===== src/rtl/rtufr_pkg.sv =====
// Shared constants and types for the RTU reply frame receiver.
// No dependencies; imported by every module of the block.
package rtufr_pkg;

  localparam int unsigned ByteW = 8;
  localparam int unsigned PosW  = 9;
  localparam int unsigned CrcW  = 16;
  localparam int unsigned StatW = 2;

  localparam logic [CrcW-1:0]  CrcInit  = 16'hFFFF;
  localparam logic [CrcW-1:0]  CrcPoly  = 16'hA001;
  localparam logic [ByteW-1:0] ExcBit   = 8'h80;
  localparam logic [PosW-1:0]  ShortLen = 9'd5;
  localparam logic [PosW-1:0]  WriteLen = 9'd8;
  localparam logic [PosW-1:0]  HdrLen   = 9'd3;
  localparam logic [ByteW-1:0] UnitRst  = 8'd1;

  typedef enum logic [StatW-1:0] {
    STAT_OK        = 2'd0,
    STAT_WRONG_UNIT = 2'd1,
    STAT_CRC_ERROR = 2'd2,
    STAT_UNKNOWN_FN = 2'd3
  } status_e;

  typedef struct packed {
    logic [PosW-1:0] pos;
    logic [PosW-1:0] total;
    logic [CrcW-1:0] crc;
    logic            unit_match;
  } frame_state_t;

endpackage


===== src/rtl/rtu_reply_frame_receiver_unit.sv =====
// RTU reply frame receiver: framing, CRC-16 check and per-word echo.
// Depends on rtufr_pkg and rtufr_crc16_byte.
// An accepted word goes through the input register, then the result register,
// to result valid. Throughput: one word per cycle unless the output stalls,
// set by the combinational byte-wide CRC update and frame counter in decode.
// Reset: asynchronous, clears both stage valids and the frame state, with the
// CRC loaded with FFFF, and loads the expected unit with 1.
module rtu_reply_frame_receiver_unit
  import rtufr_pkg::*;
(
  input  logic             clk_i,
  input  logic             rst_ni,
  input  logic             cfg_we_i,
  input  logic [ByteW-1:0] cfg_data_i,
  input  logic             in_valid_i,
  output logic             in_stall_o,
  input  logic [ByteW-1:0] rx_byte_i,
  input  logic             frame_start_i,
  output logic             out_valid_o,
  input  logic             out_stall_i,
  output logic [ByteW-1:0] data_byte_o,
  output logic             in_pdu_o,
  output logic             frame_end_o,
  output logic [StatW-1:0] status_o,
  output logic [PosW-1:0]  pdu_length_o
);

  logic [ByteW-1:0] unit_q;
  logic             s1_valid_q;
  logic [ByteW-1:0] s1_byte_q;
  logic             s1_start_q;
  frame_state_t     st_q, st_d;
  logic             out_valid_q;
  logic [ByteW-1:0] out_byte_q;
  logic             out_pdu_q, out_pdu_d;
  logic             out_end_q, out_end_d;
  status_e          out_stat_q, out_stat_d;
  logic [PosW-1:0]  out_len_q, out_len_d;

  logic             adv_out;
  logic             adv_in;
  logic [PosW-1:0]  pos;
  logic [PosW-1:0]  total;
  logic [CrcW-1:0]  crc_cur;
  logic [CrcW-1:0]  crc_nxt;
  logic [PosW-1:0]  total_n;
  logic [PosW:0]    pos_ext;

  assign adv_out    = s1_valid_q && (!out_valid_q || !out_stall_i);
  assign in_stall_o = s1_valid_q && !adv_out;
  assign adv_in     = in_valid_i && !in_stall_o;

  assign pos     = s1_start_q ? '0 : st_q.pos;
  assign total   = s1_start_q ? '0 : st_q.total;
  assign crc_cur = s1_start_q ? CrcInit : st_q.crc;
  assign pos_ext = {1'b0, pos};

  rtufr_crc16_byte u_crc (
    .crc_i  (crc_cur),
    .data_i (s1_byte_q),
    .crc_o  (crc_nxt)
  );

  assign total_n = (pos == 9'd2 && total == '0)
                 ? ({1'b0, s1_byte_q} + ShortLen) : total;

  always_comb begin
    st_d            = st_q;
    st_d.crc        = crc_nxt;
    out_pdu_d       = 1'b0;
    out_end_d       = 1'b0;
    out_stat_d      = STAT_OK;
    out_len_d       = '0;
    if (pos == '0) begin
      st_d.unit_match = (s1_byte_q == unit_q);
      st_d.total      = '0;
      st_d.pos        = 9'd1;
    end else if (pos == 9'd1) begin
      out_pdu_d = 1'b1;
      st_d.pos  = 9'd2;
      if ((s1_byte_q & ExcBit) != '0) begin
        st_d.total = ShortLen;
      end else if (s1_byte_q inside {[8'd1:8'd4]}) begin
        st_d.total = '0;
      end else if (s1_byte_q inside {8'd5, 8'd6, 8'd15, 8'd16}) begin
        st_d.total = WriteLen;
      end else begin
        out_end_d  = 1'b1;
        out_stat_d = STAT_UNKNOWN_FN;
        st_d.pos   = '0;
        st_d.total = '0;
        st_d.crc   = CrcInit;
      end
    end else begin
      st_d.total = total_n;
      out_pdu_d  = (pos_ext + 10'd2) < {1'b0, total_n};
      if ((pos_ext + 10'd1) >= {1'b0, total_n}) begin
        out_end_d = 1'b1;
        if (!st_q.unit_match) begin
          out_stat_d = STAT_WRONG_UNIT;
        end else if (crc_nxt != '0) begin
          out_stat_d = STAT_CRC_ERROR;
        end else begin
          out_stat_d = STAT_OK;
        end
        out_len_d  = total_n - HdrLen;
        st_d.pos   = '0;
        st_d.total = '0;
        st_d.crc   = CrcInit;
      end else begin
        st_d.pos = pos + 9'd1;
      end
    end
  end

  always_ff @(posedge clk_i or negedge rst_ni) begin
    if (!rst_ni) begin
      unit_q      <= UnitRst;
      s1_valid_q  <= 1'b0;
      out_valid_q <= 1'b0;
      st_q        <= '{pos: '0, total: '0, crc: CrcInit, unit_match: 1'b0};
    end else begin
      if (cfg_we_i) begin
        unit_q <= cfg_data_i;
      end
      if (adv_in) begin
        s1_valid_q <= 1'b1;
      end else if (adv_out) begin
        s1_valid_q <= 1'b0;
      end
      if (adv_out) begin
        out_valid_q <= 1'b1;
        st_q        <= st_d;
      end else if (!out_stall_i) begin
        out_valid_q <= 1'b0;
      end
    end
  end

  always_ff @(posedge clk_i) begin
    if (adv_in) begin
      s1_byte_q  <= rx_byte_i;
      s1_start_q <= frame_start_i;
    end
    if (adv_out) begin
      out_byte_q <= s1_byte_q;
      out_pdu_q  <= out_pdu_d;
      out_end_q  <= out_end_d;
      out_stat_q <= out_stat_d;
      out_len_q  <= out_len_d;
    end
  end

  assign out_valid_o  = out_valid_q;
  assign data_byte_o  = out_byte_q;
  assign in_pdu_o     = out_pdu_q;
  assign frame_end_o  = out_end_q;
  assign status_o     = out_stat_q;
  assign pdu_length_o = out_len_q;

endmodule


===== src/rtl/rtufr_crc16_byte.sv =====
// Byte-wide reflected CRC-16 update, polynomial taken from rtufr_pkg.
// Depends on rtufr_pkg.
module rtufr_crc16_byte
  import rtufr_pkg::*;
(
  input  logic [CrcW-1:0]  crc_i,
  input  logic [ByteW-1:0] data_i,
  output logic [CrcW-1:0]  crc_o
);

  always_comb begin
    logic [CrcW-1:0] c;
    c = crc_i ^ {{(CrcW-ByteW){1'b0}}, data_i};
    for (int k = 0; k < ByteW; k++) begin
      if (c[0]) begin
        c = (c >> 1) ^ CrcPoly;
      end else begin
        c = c >> 1;
      end
    end
    crc_o = c;
  end

endmodule


===== config.mk =====
export PLATFORM = sky130hd
export DESIGN_NAME = rtu_reply_frame_receiver_unit
export DESIGN_NICKNAME = d
export VERILOG_FILES = /design/src/rtl/rtufr_pkg.sv /design/src/rtl/rtu_reply_frame_receiver_unit.sv /design/src/rtl/rtufr_crc16_byte.sv
export SDC_FILE = /design/constraint.sdc
export NUM_CORES = 1
export LEC_CHECK = 0
export ABC_CLOCK_PERIOD_IN_PS = 4500
export BUFFER_PORTS_ARGS = -buffer_cell sky130_fd_sc_hd__buf_2
export CORE_MARGIN = 3
export CORE_UTILIZATION = 36
export DETAILED_ROUTE_END_ITERATION = 8
export SYNTH_ARGS = -nofsm -noshare
export SYNTH_HDL_FRONTEND = slang
export SYNTH_SLANG_ARGS = --single-unit

===== constraint.sdc =====
create_clock -name clk_i -period 4.5 [get_ports clk_i]
set_clock_uncertainty 0.15 [all_clocks]
set_input_delay 0.45 -clock clk_i [delete_from_list [all_inputs] [get_ports clk_i]]
set_output_delay 0.45 -clock clk_i [all_outputs]
set_load 0.03 [all_outputs]

==> results.json, run 1 <==
{
  "antenna_found_initial": 0,
  "synthTopCellsByCount": "nor2_1, xnor2_1, edfxtp_1",
  "grt_use_total": 0.161,
  "holdWs_ns": 0.123,
  "wl_um": 10600,
  "synth_top_cell_by_area": "edfxtp_1",
  "syn-cell-area_mm2": 0.00461,
  "instances_no_fill": 645,
  "postSynthCellCount": 427,
  "tightest_slew_ns": 1.07,
  "grt_pass1_wl_um": 17900,
  "setup_violations": 0,
  "multiInputGateArea_mm2": 0.00242,
  "yosysTopAreaCellShare": 0.195,
  "cap_violations": 0,
  "avgSynthCellArea_um2": 10.8,
  "rr_endpoint": "st_q[4]",
  "wl_met2_um": 4580,
  "dp_slack_ns": 0.335,
  "crit_path_max_fanout": 14,
  "first_pass_iters": 4,
  "cts_buffer_depth": 2,
  "status": "completed",
  "numCtsBuffers": 9,
  "min_path_type": "in2reg",
  "post-cts-setup-buffer-count": 0,
  "fin_setup_tns_ns": 0,
  "p_leak_nw": 2.17,
  "routedWlPerCell_um": 16.5,
  "grt_remaining_overflow": 0,
  "drtAntennaViolNets": 0,
  "drc": 0,
  "critical_path_arrival_ns": 4.28,
  "cts_tree": "built",
  "core_mm2": 0.0123,
  "async_flop_share": 0.600,
  "whs_path_depth": 1,
  "dieArea_mm2": 0.0142,
  "required_ns": 4.62,
  "postCtsHoldBufs": 0,
  "synth_edf_count": 30,
  "peakVddDrop_mv": 0.271,
  "drtIter0Drc": 217,
  "path_class": "reg2reg",
  "synth_cell_type_count": 65,
  "clk_pin_slew_ns": 0.06,
  "row_count": 40,
  "min_to": "s1_byte_q[0]",
  "clk_root_buffer_cell": "clkbuf_16",
  "r2r_start": "s1_start_q",
  "die_w_um": 119,
  "globalplace.congestion": 0.880,
  "area_growth_pct": 16.4,
  "reg2regPathDepth": 15,
  "ys_ff_latch": 75,
  "end_kind": "flop",
  "cp_slowest_cell": "a311oi_1",
  "m1WireLength_um": 5320,
  "crit_buf_inv": 1,
  "die_y_um": 119,
  "seqCellArea_mm2": 0.00205,
  "slowest_delay_ns": 0.46,
  "slew-limit-headroom": 0.289,
  "synthMostInstantiatedCell": "nor2_1",
  "yosys_most_used_dff": "edfxtp_1",
  "syn-num-nets": 476,
  "cts_sinks": 75,
  "cts_max_level": 3,
  "fin_crit_ns": 4.16,
  "clock_latency_ns": 0.35,
  "cts_resized": 0,
  "pin_count": 45,
  "drive_gt1_frac": 0.266,
  "dp_hpwl_um": 7650,
  "yosysWarnings": 0,
  "start_util": 0.376,
  "finalMaxSlewViolations": 0,
  "place_inst": 629,
  "hold_viol_final": 0,
  "synthTopCellsByArea": "edfxtp_1, dfrtp_1, dfstp_2",
  "final_nets": 521,
  "p_per_area_mw_per_mm2": 520,
  "nFillCells": 1174,
  "fin_crit_sh": 0.924,
  "viasPerCell": 5.14,
  "wl_met3_um": 501,
  "vias": 3317,
  "diodes": 0,
  "io_buffers": 44,
  "crit_family": "compound AO/OA/AOI/OAI gates",
  "fmax_ghz": 0.240,
  "worst_slack_ns": 0.340,
  "cp_cell_sequence": "nand2b_1 -> ha_1 -> nor4b_2 -> a32oi_2 -> nor2_4 -> a21oi_2 -> buf_4 -> ha_1 -> a21o_1 -> a21o_1 -> a311oi_1 -> a221oi_4 -> nand3_4 -> nand3_4 -> o32a_1",
  "hold_start": "rx_byte_i[0]",
  "top_layer": "met4",
  "rsz0062_at_grt": "false",
  "yosysSeqAreaShare": 0.444,
  "grt_pass1_vias": 3302,
  "start_kind": "flop",
  "r2r_slack_ns": 0.34,
  "grt_start_max_net_pins": 46
}
[per-layer routing]
| layer | vias to the layer above | track usage |
|---|---|---|
| li1 | 1610 | - |
| met1 | 1607 | 0.233 |
| met2 | 84 | 0.229 |
| met3 | 16 | 0.0361 |
| met4 | 0 | 0.0681 |
| met5 | - | 0 |
[area by class of cell]
cell class / count / share of cell area
multi-input combinational: 314 / 0.451
sequential: 75 / 0.382
timing repair buffer: 58 / 0.0606
clock buffer: 12 / 0.0520
tap: 168 / 0.0392
inverter: 14 / 0.00980
clock inverter: 4 / 0.00560
[power breakdown]
part / switching [W] / internal, W
logic: 0.000579 / 0.000458
clock network: 0.000298 / 0.000443
registers: 0.000107 / 0.000902
total: 0.000984 / 0.00180
[placed cells by master, fill, tap and decap left out, types with 10 or more instances in the layout]
| master | instances |
|---|---|
| dfrtp_1 | 28 |
| nor2b_1 | 12 |
| nor2_1 | 45 |
| a21oi_2 | 10 |
| edfxtp_1 | 30 |
| buf_4 | 14 |
| xnor2_1 | 42 |
| nand2_1 | 24 |
| dfstp_2 | 17 |
| ha_1 | 27 |
| xor2_1 | 19 |
| clkbuf_16 | 11 |
| o21ai_0 | 17 |
| buf_2 | 44 |
| inv_1 | 14 |
[cells by family (layout without fill, tap and decap cells)]
logic type / count (synthesis) / count (layout) / synth area share
buf+inv: 38 / 88 / 0.0388
mux: 9 / 9 / 0.0228
simple gates: 136 / 136 / 0.157
compound gates: 80 / 80 / 0.142
flops: 75 / 75 / 0.444
fa+ha+maj: 27 / 27 / 0.0733
xor+xnor: 62 / 62 / 0.121
[sequential cells by signal, summed over array words and instances (netlist names), 2 cells and up]
register / flops
data_byte_o: 8
unit_q: 8
pdu_length_o: 9
st_q: 35
status_o: 2
s1_byte_q: 8
[per-stage QoR]
stage / cell area, um^2 / power (W) / utilization
after floorplan: 4650 / 0.00181 / -
after global placement: 5050 / 0.00204 / 0.412
after detailed placement: 5050 / 0.00206 / 0.412
after CTS: 5360 / 0.00281 / 0.437
after global routing: 5360 / 0.00297 / 0.437
final: 5360 / 0.00279 / 0.437
[worst max path at each step]
stage / startpoint / endpoint / slack (ns) / cells past startpoint
3_5_place_dp: s1_start_q / st_q[6] / 0.34 / 15
3_3_place_gp: s1_start_q / st_q[4] / 0.39 / 15
4_1_cts: s1_start_q / st_q[4] / 0.32 / 15
5_1_grt: st_q[26] / st_q[11] / 0.02 / 14
2_1_floorplan: s1_start_q / status_o[0] / 0.009 / 19
6_report: s1_start_q / st_q[4] / 0.34 / 15
(Power assumes the default switching activity.)
==> inputs of run 2 (changes only) <==
- BUFFER_PORTS_ARGS: -buffer_cell sky130_fd_sc_hd__buf_2 -> -buffer_cell sky130_fd_sc_hd__buf_4
==> results.json, run 2 (synthesis results as in run 1) <==
{
  "finalMaxSlewViolations": 0,
  "slowest_delay_ns": 0.46,
  "start_kind": "flop",
  "switching_power_w": 0.000997,
  "status": "completed",
  "diodes": 0,
  "clock_latency_ns": 0.34,
  "holdWs_ns": 0.129,
  "final_common_cell": "buf_4",
  "p_int_w": 0.00185,
  "grt_start_max_net_pins": 46,
  "clk_pin_slew_ns": 0.06,
  "pin_count": 45,
  "critical_path_arrival_ns": 4.35,
  "place_inst": 631,
  "dp_slack_ns": 0.267,
  "dieArea_mm2": 0.0142,
  "drtAntennaViolNets": 0,
  "antenna_found_initial": 0,
  "die_w_um": 119,
  "core_mm2": 0.0123,
  "cts_max_level": 3,
  "clockPowerShare": 0.257,
  "hold_viol_final": 0,
  "grt_remaining_overflow": 0,
  "grt_pass1_wl_um": 18000,
  "required_ns": 4.63,
  "start_util": 0.376,
  "switching_share": 0.351,
  "regMostFlops": "st_q",
  "largest_reg_flops": 35,
  "crit_path_max_fanout": 8,
  "setup_violations": 0,
  "row_count": 40,
  "globalplace.congestion": 0.881,
  "final_nets": 528,
  "viasPerCell": 5.08,
  "wl_um": 11000,
  "numCtsBuffers": 9,
  "tightest_slew_ns": 0.915,
  "fin_crit_ns": 4.22,
  "drive_gt1_frac": 0.279,
  "final_cell_mix": "buf_4, nor2_1, xnor2_1, edfxtp_1, dfrtp_1",
  "cts_tree": "built",
  "clk_root_buffer_cell": "clkbuf_16",
  "fmax_ghz": 0.237,
  "drtIter0Drc": 197,
  "vias": 3310,
  "p_per_area_mw_per_mm2": 514,
  "power_frac_comb": 0.387,
  "fin_crit_sh": 0.938,
  "first_pass_iters": 4,
  "worst_slack_ns": 0.280,
  "grt_pass1_vias": 3403,
  "peakVddDrop_mv": 0.248,
  "cts_sinks": 75,
  "area_growth_pct": 20.1,
  "die_y_um": 119,
  "crit_top_cell": "ha_1",
  "instances_no_fill": 652,
  "path_class": "reg2reg",
  "io_buffers": 44,
  "pwr-share-seq": 0.355,
  "cts_buffer_depth": 2,
  "cp_cell_sequence": "nor2b_4 -> ha_1 -> nor4b_2 -> a32oi_2 -> o32ai_2 -> inv_1 -> ha_1 -> or3_1 -> o22a_1 -> a2111oi_4 -> a221oi_4 -> buf_4 -> nor2_2 -> and2_1 -> a22o_1",
  "grt_use_total": 0.163,
  "end_kind": "flop",
  "cap_violations": 0,
  "cp_slowest_cell": "edfxtp_1",
  "dp_hpwl_um": 7960,
  "min_path_type": "in2reg",
  "drc": 0,
  "routedWlPerCell_um": 16.9,
  "slew-limit-headroom": 0.390,
  "p_leak_nw": 2.24
}
[run 2: cell count changes in the layout (fill, tap and decap cells not counted), sizes merged]
cell / previous run / this run
clkinvlp: 1 / 2
clkbuf: 12 / 9
buf: 58 / 64
dlygate4sd3: 0 / 1
inv: 15 / 16
bufinv: 0 / 1
[run 2: final cells by class]
class                           count  area (um^2)
Inverter                           14         52.6
Fill cell                        1149         6730
Sequential cell                    75         2050
Tap cell                          168          210
Clock buffer                        9          225
Multi-Input combinational cell    314         2430
Clock inverter                      7         75.1
Timing Repair Buffer               65          490
[run 2: power by group through the flow]
stage	Clock, W	Combinational (W)	Sequential (W)
final	0.000731	0.00110	0.00101
after global routing	0.000782	0.00122	0.00103
after CTS	0.000752	0.00107	0.00101
after detailed placement	0	0.00106	0.00102
after global placement	0	0.00105	0.00102
after floorplan	0	0.000762	0.00105
[run 2: worst paths after layout]
| kind | startpoint | to | slack [ns] | cells past startpoint |
|---|---|---|---|---|
| worst max-delay path | s1_start_q | st_q[34] | 0.28 | 15 |
| worst min-delay path | rx_byte_i[1] | s1_byte_q[1] | 0.13 | 1 |
| worst max register to register | s1_start_q | st_q[34] | 0.28 | 15 |
| worst min register to register | s1_valid_q | out_valid_o | 0.35 | 1 |
| max in group asynchronous | rst_ni | st_q[23] | 3.28 | 2 |
| min in group asynchronous | rst_ni | st_q[30] | 0.49 | 2 |
[run 2: what timing repair did]
item / CTS / global route
endpoints found under the hold margin: 28 / 0
endpoints found under the setup margin: 0 / 7
hold buffers: 1 / 0
setup buffers: 0 / 4
gates resized for setup: 0 / 4
[run 2: stage by stage]
| step | setup TNS [ns] | instance area [um^2] | power (W) | util |
|---|---|---|---|---|
| 2_1_floorplan | 0 | 4650 | 0.00181 | - |
| 3_3_place_gp | 0 | 5180 | 0.00207 | 0.422 |
| 3_5_place_dp | 0 | 5180 | 0.00208 | 0.422 |
| 4_1_cts | 0 | 5490 | 0.00283 | 0.448 |
| 5_1_grt | -0.0785 | 5530 | 0.00303 | 0.451 |
| 6_report | 0 | 5530 | 0.00284 | 0.451 |
[run 2: worst max-delay path: cells and delay by family (launching register included)]
kind,cells,cell delay (ns)
AOI/OAI and AO/OA,6,1.57
and+or+nand+nor,5,1.24
buffers and inverters,2,0.32
adders and majority gates,2,0.41
DFF,1,0.46
[run 2: metal layers]
metal / up-vias / GRT usage / routed length [um] / part of all wire
met5: - / 0 / 0 / 0
li1: 1626 / - / - / -
met1: 1592 / 0.226 / 5360 / 0.49
met2: 76 / 0.245 / 4910 / 0.44
met4: 0 / 0.0702 / 260 / 0.024
met3: 16 / 0.0370 / 499 / 0.045
